--- config.mk ---
export PLATFORM = sky130hd
export DESIGN_NAME = double_ended_queue_flat
export DESIGN_NICKNAME = d
export VERILOG_FILES = /design/src/rtl/deq_pkg.sv /design/src/rtl/deq_if.sv /design/src/rtl/double_ended_queue.sv /design/src/flat_wrapper.sv
export VERILOG_INCLUDE_DIRS = /design/src /design/src/rtl
export SDC_FILE = /design/constraint.sdc
export NUM_CORES = 1
export LEC_CHECK = 0
export BUFFER_PORTS_ARGS = -buffer_cell sky130_fd_sc_hd__buf_2
export CORE_UTILIZATION = 35
export DETAILED_ROUTE_END_ITERATION = 6
export PLACE_DENSITY = 0.59
export RECOVER_POWER = 50
export SYNTH_ARGS = -nofsm -noshare
export SYNTH_HDL_FRONTEND = slang
export SYNTH_SLANG_ARGS = --single-unit
--- constraint.sdc ---
create_clock -name clk_i -period 10.3 [get_ports clk_i]
set_clock_uncertainty 0.2 [all_clocks]
set_input_delay 3.09 -clock clk_i [delete_from_list [all_inputs] [get_ports clk_i]]
set_output_delay 3.09 -clock clk_i [all_outputs]
set_load 0.02 [all_outputs]
--- src/rtl/double_ended_queue_defines.svh ---
// assertion macros for the double ended queue
// no dependencies; clocked on clk_i, disabled while rst_ni is low
`ifndef DOUBLE_ENDED_QUEUE_DEFINES_SVH
`define DOUBLE_ENDED_QUEUE_DEFINES_SVH
`ifndef SYNTHESIS
`define DEQ_ASSERT_SAME(lbl, ante, cons, msg) \
  lbl: assert property (@(posedge clk_i) disable iff (!rst_ni) (ante) |-> (cons)) \
    else $error(msg);
`define DEQ_ASSERT_NEXT(lbl, ante, cons, msg) \
  lbl: assert property (@(posedge clk_i) disable iff (!rst_ni) (ante) |=> (cons)) \
    else $error(msg);
`else
`define DEQ_ASSERT_SAME(lbl, ante, cons, msg)
`define DEQ_ASSERT_NEXT(lbl, ante, cons, msg)
`endif
`endif

--- src/rtl/deq_pkg.sv ---
// shared types and codes for the double ended queue
// no dependencies
package deq_pkg;

  localparam int DepthDefault = 16;
  localparam int KindW        = 3;
  localparam int ValueW       = 32;
  localparam int StatusW      = 2;

  typedef enum logic [KindW-1:0] {
    KIND_PUSH_REAR  = 3'd0,
    KIND_PUSH_FRONT = 3'd1,
    KIND_POP_FRONT  = 3'd2,
    KIND_POP_REAR   = 3'd3,
    KIND_LIST       = 3'd4
  } kind_e;

  typedef enum logic [StatusW-1:0] {
    STATUS_OK    = 2'd0,
    STATUS_FULL  = 2'd1,
    STATUS_EMPTY = 2'd2
  } status_e;

  typedef enum logic {
    ST_IDLE = 1'b0,
    ST_LIST = 1'b1
  } state_e;

endpackage

--- src/rtl/deq_if.sv ---
// handshake channels of the double ended queue: operation in, result out
// depends on deq_pkg
interface deq_in_if;
  logic                                valid;
  logic                                ready;
  logic        [deq_pkg::KindW-1:0]    kind;
  logic signed [deq_pkg::ValueW-1:0]   value;

  modport source (output valid, output kind, output value, input ready);
  modport sink   (input valid, input kind, input value, output ready);
endinterface

interface deq_out_if;
  logic                                valid;
  logic                                ready;
  logic        [deq_pkg::StatusW-1:0]  status;
  logic signed [deq_pkg::ValueW-1:0]   value_res;
  logic                                last;

  modport source (output valid, output status, output value_res, output last, input ready);
  modport sink   (input valid, input status, input value_res, input last, output ready);
endinterface

--- src/rtl/double_ended_queue.sv ---
// double ended queue: ring buffer in one synchronous memory, read data registered
// push and pop: one transaction per cycle while the output is taken, result valid in the cycle after acceptance
// list: count words, one word per cycle while the output is taken
// the single memory port pair (one write, one registered read) sets these figures
// reset (rst_ni low, asynchronous) empties the queue; memory contents are not cleared
// depends on deq_pkg, deq_if and double_ended_queue_defines.svh
`include "double_ended_queue_defines.svh"

module double_ended_queue #(
  parameter int DEPTH = deq_pkg::DepthDefault
) (
  input  logic  clk_i,
  input  logic  rst_ni,
  deq_in_if.sink    in_i,
  deq_out_if.source out_o
);

  localparam int IdxW = (DEPTH > 1) ? $clog2(DEPTH) : 1;
  localparam int CntW = $clog2(DEPTH + 1);
  localparam logic [CntW-1:0] DepthCnt = CntW'(DEPTH);
  localparam logic [IdxW-1:0] LastIdx  = IdxW'(DEPTH - 1);

  function automatic logic [IdxW-1:0] idx_inc(input logic [IdxW-1:0] i);
    idx_inc = (i == LastIdx) ? '0 : i + IdxW'(1);
  endfunction

  function automatic logic [IdxW-1:0] idx_dec(input logic [IdxW-1:0] i);
    idx_dec = (i == '0) ? LastIdx : i - IdxW'(1);
  endfunction

  logic signed [deq_pkg::ValueW-1:0] mem_q [DEPTH];
  logic signed [deq_pkg::ValueW-1:0] rdata_q;

  deq_pkg::state_e  state_q, state_d;
  logic [IdxW-1:0]  front_q, front_d, rear_q, rear_d;
  logic [CntW-1:0]  count_q, count_d;
  logic [IdxW-1:0]  list_idx_q, list_idx_d;
  logic [CntW-1:0]  list_left_q, list_left_d;

  logic                             out_valid_q, out_valid_d;
  logic [deq_pkg::StatusW-1:0]      status_q, status_d;
  logic                             last_q, last_d;
  logic                             from_mem_q, from_mem_d;

  logic             in_ready, accept, out_free, full, empty;
  logic             wr_en, rd_en;
  logic [IdxW-1:0]  wr_addr, rd_addr;

  assign out_free = !out_valid_q || out_o.ready;
  assign in_ready = (state_q == deq_pkg::ST_IDLE) && out_free;
  assign accept   = in_i.valid && in_ready;
  assign full     = (count_q == DepthCnt);
  assign empty    = (count_q == '0);

  assign in_i.ready      = in_ready;
  assign out_o.valid     = out_valid_q;
  assign out_o.status    = status_q;
  assign out_o.last      = last_q;
  assign out_o.value_res = from_mem_q ? rdata_q : '0;

  always_comb begin
    state_d     = state_q;
    front_d     = front_q;
    rear_d      = rear_q;
    count_d     = count_q;
    list_idx_d  = list_idx_q;
    list_left_d = list_left_q;
    out_valid_d = out_valid_q && !out_o.ready;
    status_d    = status_q;
    last_d      = last_q;
    from_mem_d  = from_mem_q;
    wr_en       = 1'b0;
    wr_addr     = rear_q;
    rd_en       = 1'b0;
    rd_addr     = front_q;

    case (state_q)
      deq_pkg::ST_IDLE: begin
        if (accept) begin
          case (in_i.kind)
            deq_pkg::KIND_PUSH_REAR, deq_pkg::KIND_PUSH_FRONT: begin
              out_valid_d = 1'b1;
              last_d      = 1'b1;
              from_mem_d  = 1'b0;
              if (full) begin
                status_d = deq_pkg::STATUS_FULL;
              end else begin
                status_d = deq_pkg::STATUS_OK;
                wr_en    = 1'b1;
                count_d  = count_q + CntW'(1);
                if (in_i.kind == deq_pkg::KIND_PUSH_REAR) begin
                  wr_addr = rear_q;
                  rear_d  = idx_inc(rear_q);
                end else begin
                  wr_addr = idx_dec(front_q);
                  front_d = idx_dec(front_q);
                end
              end
            end
            deq_pkg::KIND_POP_FRONT, deq_pkg::KIND_POP_REAR, deq_pkg::KIND_LIST: begin
              out_valid_d = 1'b1;
              last_d      = 1'b1;
              if (empty) begin
                status_d   = deq_pkg::STATUS_EMPTY;
                from_mem_d = 1'b0;
              end else begin
                status_d   = deq_pkg::STATUS_OK;
                from_mem_d = 1'b1;
                rd_en      = 1'b1;
                if (in_i.kind == deq_pkg::KIND_POP_FRONT) begin
                  rd_addr = front_q;
                  front_d = idx_inc(front_q);
                  count_d = count_q - CntW'(1);
                end else if (in_i.kind == deq_pkg::KIND_POP_REAR) begin
                  rd_addr = idx_dec(rear_q);
                  rear_d  = idx_dec(rear_q);
                  count_d = count_q - CntW'(1);
                end else begin
                  // list: first word now, the rest walked in ST_LIST
                  rd_addr     = front_q;
                  last_d      = (count_q == CntW'(1));
                  list_idx_d  = idx_inc(front_q);
                  list_left_d = count_q - CntW'(1);
                  if (count_q != CntW'(1)) begin
                    state_d = deq_pkg::ST_LIST;
                  end
                end
              end
            end
            default: begin
              // unused codes are taken and dropped
            end
          endcase
        end
      end
      deq_pkg::ST_LIST: begin
        if (out_free) begin
          rd_en       = 1'b1;
          rd_addr     = list_idx_q;
          out_valid_d = 1'b1;
          status_d    = deq_pkg::STATUS_OK;
          from_mem_d  = 1'b1;
          last_d      = (list_left_q == CntW'(1));
          list_idx_d  = idx_inc(list_idx_q);
          list_left_d = list_left_q - CntW'(1);
          if (list_left_q == CntW'(1)) begin
            state_d = deq_pkg::ST_IDLE;
          end
        end
      end
      default: begin
        state_d = deq_pkg::ST_IDLE;
      end
    endcase
  end

  always_ff @(posedge clk_i or negedge rst_ni) begin
    if (!rst_ni) begin
      state_q     <= deq_pkg::ST_IDLE;
      front_q     <= '0;
      rear_q      <= '0;
      count_q     <= '0;
      list_idx_q  <= '0;
      list_left_q <= '0;
      out_valid_q <= 1'b0;
      status_q    <= deq_pkg::STATUS_OK;
      last_q      <= 1'b0;
      from_mem_q  <= 1'b0;
    end else begin
      state_q     <= state_d;
      front_q     <= front_d;
      rear_q      <= rear_d;
      count_q     <= count_d;
      list_idx_q  <= list_idx_d;
      list_left_q <= list_left_d;
      out_valid_q <= out_valid_d;
      status_q    <= status_d;
      last_q      <= last_d;
      from_mem_q  <= from_mem_d;
    end
  end

  // read data register doubles as the output word and holds while stalled
  always_ff @(posedge clk_i) begin
    if (wr_en) begin
      mem_q[wr_addr] <= in_i.value;
    end
  end

  always_ff @(posedge clk_i) begin
    if (rd_en) begin
      rdata_q <= mem_q[rd_addr];
    end
  end

  `DEQ_ASSERT_SAME(a_count_bound, 1'b1, count_q <= DepthCnt, "fill count above depth")
  `DEQ_ASSERT_SAME(a_empty_idx, count_q == '0, front_q == rear_q, "empty queue, indices apart")
  `DEQ_ASSERT_SAME(a_no_read_stall, out_valid_q && !out_o.ready, !rd_en, "read over held word")
  `DEQ_ASSERT_SAME(a_list_busy, state_q == deq_pkg::ST_LIST, !in_ready && !wr_en,
                   "transaction taken during list")
  `DEQ_ASSERT_NEXT(a_push_count, accept && !full && (in_i.kind == deq_pkg::KIND_PUSH_REAR ||
                   in_i.kind == deq_pkg::KIND_PUSH_FRONT), count_q == $past(count_q) + CntW'(1),
                   "push did not grow the queue")

endmodule

--- src/flat_wrapper.sv ---
// flat-port wrapper written by rule: the top's interface ports become plain ports
module double_ended_queue_flat 
#(
  parameter int DEPTH = deq_pkg::DepthDefault
)
  (clk_i, rst_ni, in_i_valid, in_i_kind, in_i_value, in_i_ready, out_o_valid, out_o_status, out_o_value_res, out_o_last, out_o_ready);
  deq_in_if in_i_i ();
  deq_out_if out_o_i ();
  input  logic clk_i;
  input  logic rst_ni;
  input wire logic [$bits(in_i_i.valid)-1:0] in_i_valid;
  input wire logic [$bits(in_i_i.kind)-1:0] in_i_kind;
  input wire logic [$bits(in_i_i.value)-1:0] in_i_value;
  output wire logic [$bits(in_i_i.ready)-1:0] in_i_ready;
  output wire logic [$bits(out_o_i.valid)-1:0] out_o_valid;
  output wire logic [$bits(out_o_i.status)-1:0] out_o_status;
  output wire logic [$bits(out_o_i.value_res)-1:0] out_o_value_res;
  output wire logic [$bits(out_o_i.last)-1:0] out_o_last;
  input wire logic [$bits(out_o_i.ready)-1:0] out_o_ready;
  assign in_i_i.valid = in_i_valid;
  assign in_i_i.kind = in_i_kind;
  assign in_i_i.value = in_i_value;
  assign in_i_ready = in_i_i.ready;
  assign out_o_valid = out_o_i.valid;
  assign out_o_status = out_o_i.status;
  assign out_o_value_res = out_o_i.value_res;
  assign out_o_last = out_o_i.last;
  assign out_o_i.ready = out_o_ready;
  double_ended_queue #(.DEPTH(DEPTH)) u_core (.clk_i(clk_i), .rst_ni(rst_ni), .in_i(in_i_i), .out_o(out_o_i));
endmodule
==> run_results.csv <==
group,metric,value,unit
outcome,status,"finished with violations",
outcome,violations,"max-capacitance violations, max-slew violations",
global_routing,grt-ovfl-total,0,
clocking,cts_buffer_depth,3,
timing,fmax,141,MHz
route,drc,0,
power,irDropWorstVdd,311,uV
setup_path,arrival,3.79,ns
clocking,clk_pin_slew_worst_paths,0.06,ns
clocking,post-cts-setup-buffers,0,
route,avgViaCountPerCell,5.69,
flow_run,max_cap_viol_count,2,
timing,tns,0,ns
layout,area_growth_syn_to_layout,12.9,%
global_routing,grt_max_degree,161,
floorplanning,pin_count,76,
timing,setup_viol,0,
route,final_antenna_net_count,0,
timing,rsz0062_at_grt,"false",
yosys,syn_area_per_cell,13.5,um2
route,routed_wl,65.9,mm
timing,final-hold-violation-count,0,
place,gp_congestion,0.781,
yosys,ys_async_sr_fraction,4.90,%
power,swShare,39.8,%
layout,drive_above_1_share,11.7,%
power,p_comb_share,41.6,%
setup_path,crit_type,"input port to primary output",
yosys,ys_ff_latch,572,
layout,diodes,0,
power,p_int,5.19,mW
yosys,yosysTopAreaCellShare,66.5,%
floorplanning,chipWidth,267,um
setup_path,start_kind,"input port",
place,place_hpwl,35.7,mm
timing,worst_pin_slew,2.76,ns
power,p_seq_share,33.6,%
layout,fin_nets,1869,
yosys,syn_area,0.0246,mm2
clocking,ctsResizeCount,0,
route,vias,15912,
clocking,cts_sinks,572,
floorplanning,die_y,267,um
floorplanning,placement_rows,96,
place,port_buffers,75,
clocking,htreeDepth,2,
global_routing,antenna_found_initial,1,
min_path,worst_hold_path_type,"flip-flop to flip-flop",
floorplanning,start_util,35.6,%
clocking,hold_buffers,0,
setup_path,endpoint_kind,"primary output",
yosys,yosysUniqueCellTypes,58,
place,dp.cells,2691,
setup_path,crit_fanout,15,
global_routing,grt_pass1_wl,100,mm
clocking,cts-root-buf,"clkbuf_16",
global_routing,grt_pass1_vias,15682,
yosys,synthTopCellsByArea,"edfxtp_1 67%, nand2_1 3.4%, nand4_1 3.3%",
floorplanning,core-area,0.0689,mm2
timing,relSlewSlack,-84.3,%
setup_path,worst-r2r-setup-slack,5.73,ns
yosys,synth_seq_area_share,69.4,%
floorplanning,die-area,0.0712,mm2
power,switchingPower,3.42,mW
setup_path,required,7.01,ns
power,p_leak,9.04,nW
route,wire_per_inst,23.6,um
timing,period_needed,7.08,ns
clocking,cts_tree,"built",
yosys,syn_nets,1871,
route,first_pass_iters,7,
yosys,syn_inst,1821,
power,power_frac_clock,24.8,%
timing,period_share,68.7,%
route,drt_iter0_drc,1440,
yosys,yosysTopAreaCell,"edfxtp_1",
global_routing,track_usage,18.5,%
yosys,synthFlopType,"edfxtp_1",
clocking,clk_latency,0.62,ns
yosys,synth_edf_count,544,
timing,drv_slew,62,
clocking,cts_made_buffers,57,
yosys,yosys_warnings,0,
power,power_density,311,mW/mm2
layout,finalNonFillerCells,2795,
-- sequential cells by signal, indices dropped and copies added, names as in the netlist --
name                 flops
u_core.list_idx_q        4
u_core.mem_q           512
u_core.rear_q            4
u_core.list_left_q       5
u_core.out_o.last        1
u_core.out_o.status      2
u_core.count_q           5
u_core.state_q           1
u_core.from_mem_q        1
u_core.out_o.valid       1
u_core.front_q           4
u_core.rdata_q          32
-- worst max-delay path: stages --
cell     delay, ns
buf_2         0.10
nor2b_1       0.10
buf_4         0.22
nor2_1        0.09
buf_2         0.18
-- power groups by stage --
stage                     sequential (mW)  clock [mW]  combinational [mW]
final                                2.89        2.13                3.58
after CTS                            2.89        2.17                3.60
after detailed placement             2.93           0                3.58
after global routing                 2.91        2.25                3.88
after floorplan                      2.86           0                2.54
after global placement               2.94           0                3.52
-- cell families after synthesis --
logic type               share of synthesized area, %
buffers and inverters                            4.55
XOR/XNOR                                        0.535
AND/OR/NAND/NOR                                  10.8
multiplexers                                    0.341
AO/OA/AOI/OAI                                    13.8
flip-flops                                       69.4
adder cells (fa/ha/maj)                         0.561
-- cell type report --
cell class                 count  area [um2]
multi-input combinational    979        6650
clock buffer                  71        1500
inverter                     104         390
sequential                   572       17000
fill                        6388       41200
clock inverter                33         404
tap                          931        1160
timing repair buffer         105         573
-- cells in the final DEF (no fill, tap or decap), drive strengths merged, types with 4 or more instances in the layout --
cell and instances:
ha 11, and3 4, a311o 31, a31oi 8, and2 32, xor2 6, o211ai 94, dfrtp 28
edfxtp 544, o31a 37, nor2b 5, nand2 221, clkinv 21, nand2b 8, nor2 34, xnor2 9
nand3 78, a21oi 20, mux2i 5, o21ai 27, a311oi 64, bufinv 9, or3 5, o31ai 38
a211oi 35, inv 104, nor3 10, nor3b 4, buf 65, clkbuf 111, nand4 129, a32o 31
-- worst paths after layout --
kind / from / cells past startpoint / end
worst min-delay path: u_core.out_o.status[0]$_DFFE_PN0P_ / 2 / u_core.out_o.status[0]$_DFFE_PN0P_
max in group asynchronous: rst_ni / 1 / u_core.state_q$_DFF_PN0_
min in group asynchronous: rst_ni / 1 / u_core.count_q[3]$_DFFE_PN0P_
worst max-delay path: out_o_ready / 5 / in_i_ready
worst max register to register: u_core.count_q[0]$_DFFE_PN0P_ / 10 / u_core.rdata_q[14]$_DFFE_PP_
worst min register to register: u_core.out_o.status[0]$_DFFE_PN0P_ / 2 / u_core.out_o.status[0]$_DFFE_PN0P_
-- stage by stage --
stage | hold slack [ns] | utilization, % | setup slack, ns | area [um2] | power [mW]
after CTS | 0.319 | 40.3 | 3.23 | 27800 | 8.65
after floorplan | 0.316 | - | 3.19 | 24600 | 5.39
after global routing | 0.383 | 40.2 | 2.99 | 27700 | 9.04
after global placement | 0.304 | 37.5 | 3.12 | 25900 | 6.46
after detailed placement | 0.306 | 37.5 | 2.99 | 25900 | 6.52
final | 0.316 | 40.2 | 3.22 | 27700 | 8.61
-- metal layers --
layer / vias to the layer above / share of wire, % / global-route usage (%) / routed length, um
met5: - / 0.020 / 0 / 13
met4: 2 / 2.5 / 5.70 / 1680
met3: 108 / 6.4 / 3.49 / 4230
met2: 576 / 48 / 30.0 / 31500
met1: 8109 / 43 / 25.0 / 28500
li1: 7117 / - / - / -
-- cells in the mapped netlist (all sizes together), types with 8 or more instances --
cell and instances:
edfxtp 544, nand2 221, nand4 129, clkbuf 113
inv 104, o211ai 94, nand3 78, a311oi 64
buf 53, o31ai 38, o31a 37, a211oi 35
nor2 34, and2 32, a311o 31, a32o 31
dfrtp 28, o21ai 27, a21oi 20, ha 11
nor3 10, xnor2 9, a31oi 8, nand2b 8
Note: power is estimated with default switching activity, not from simulation.
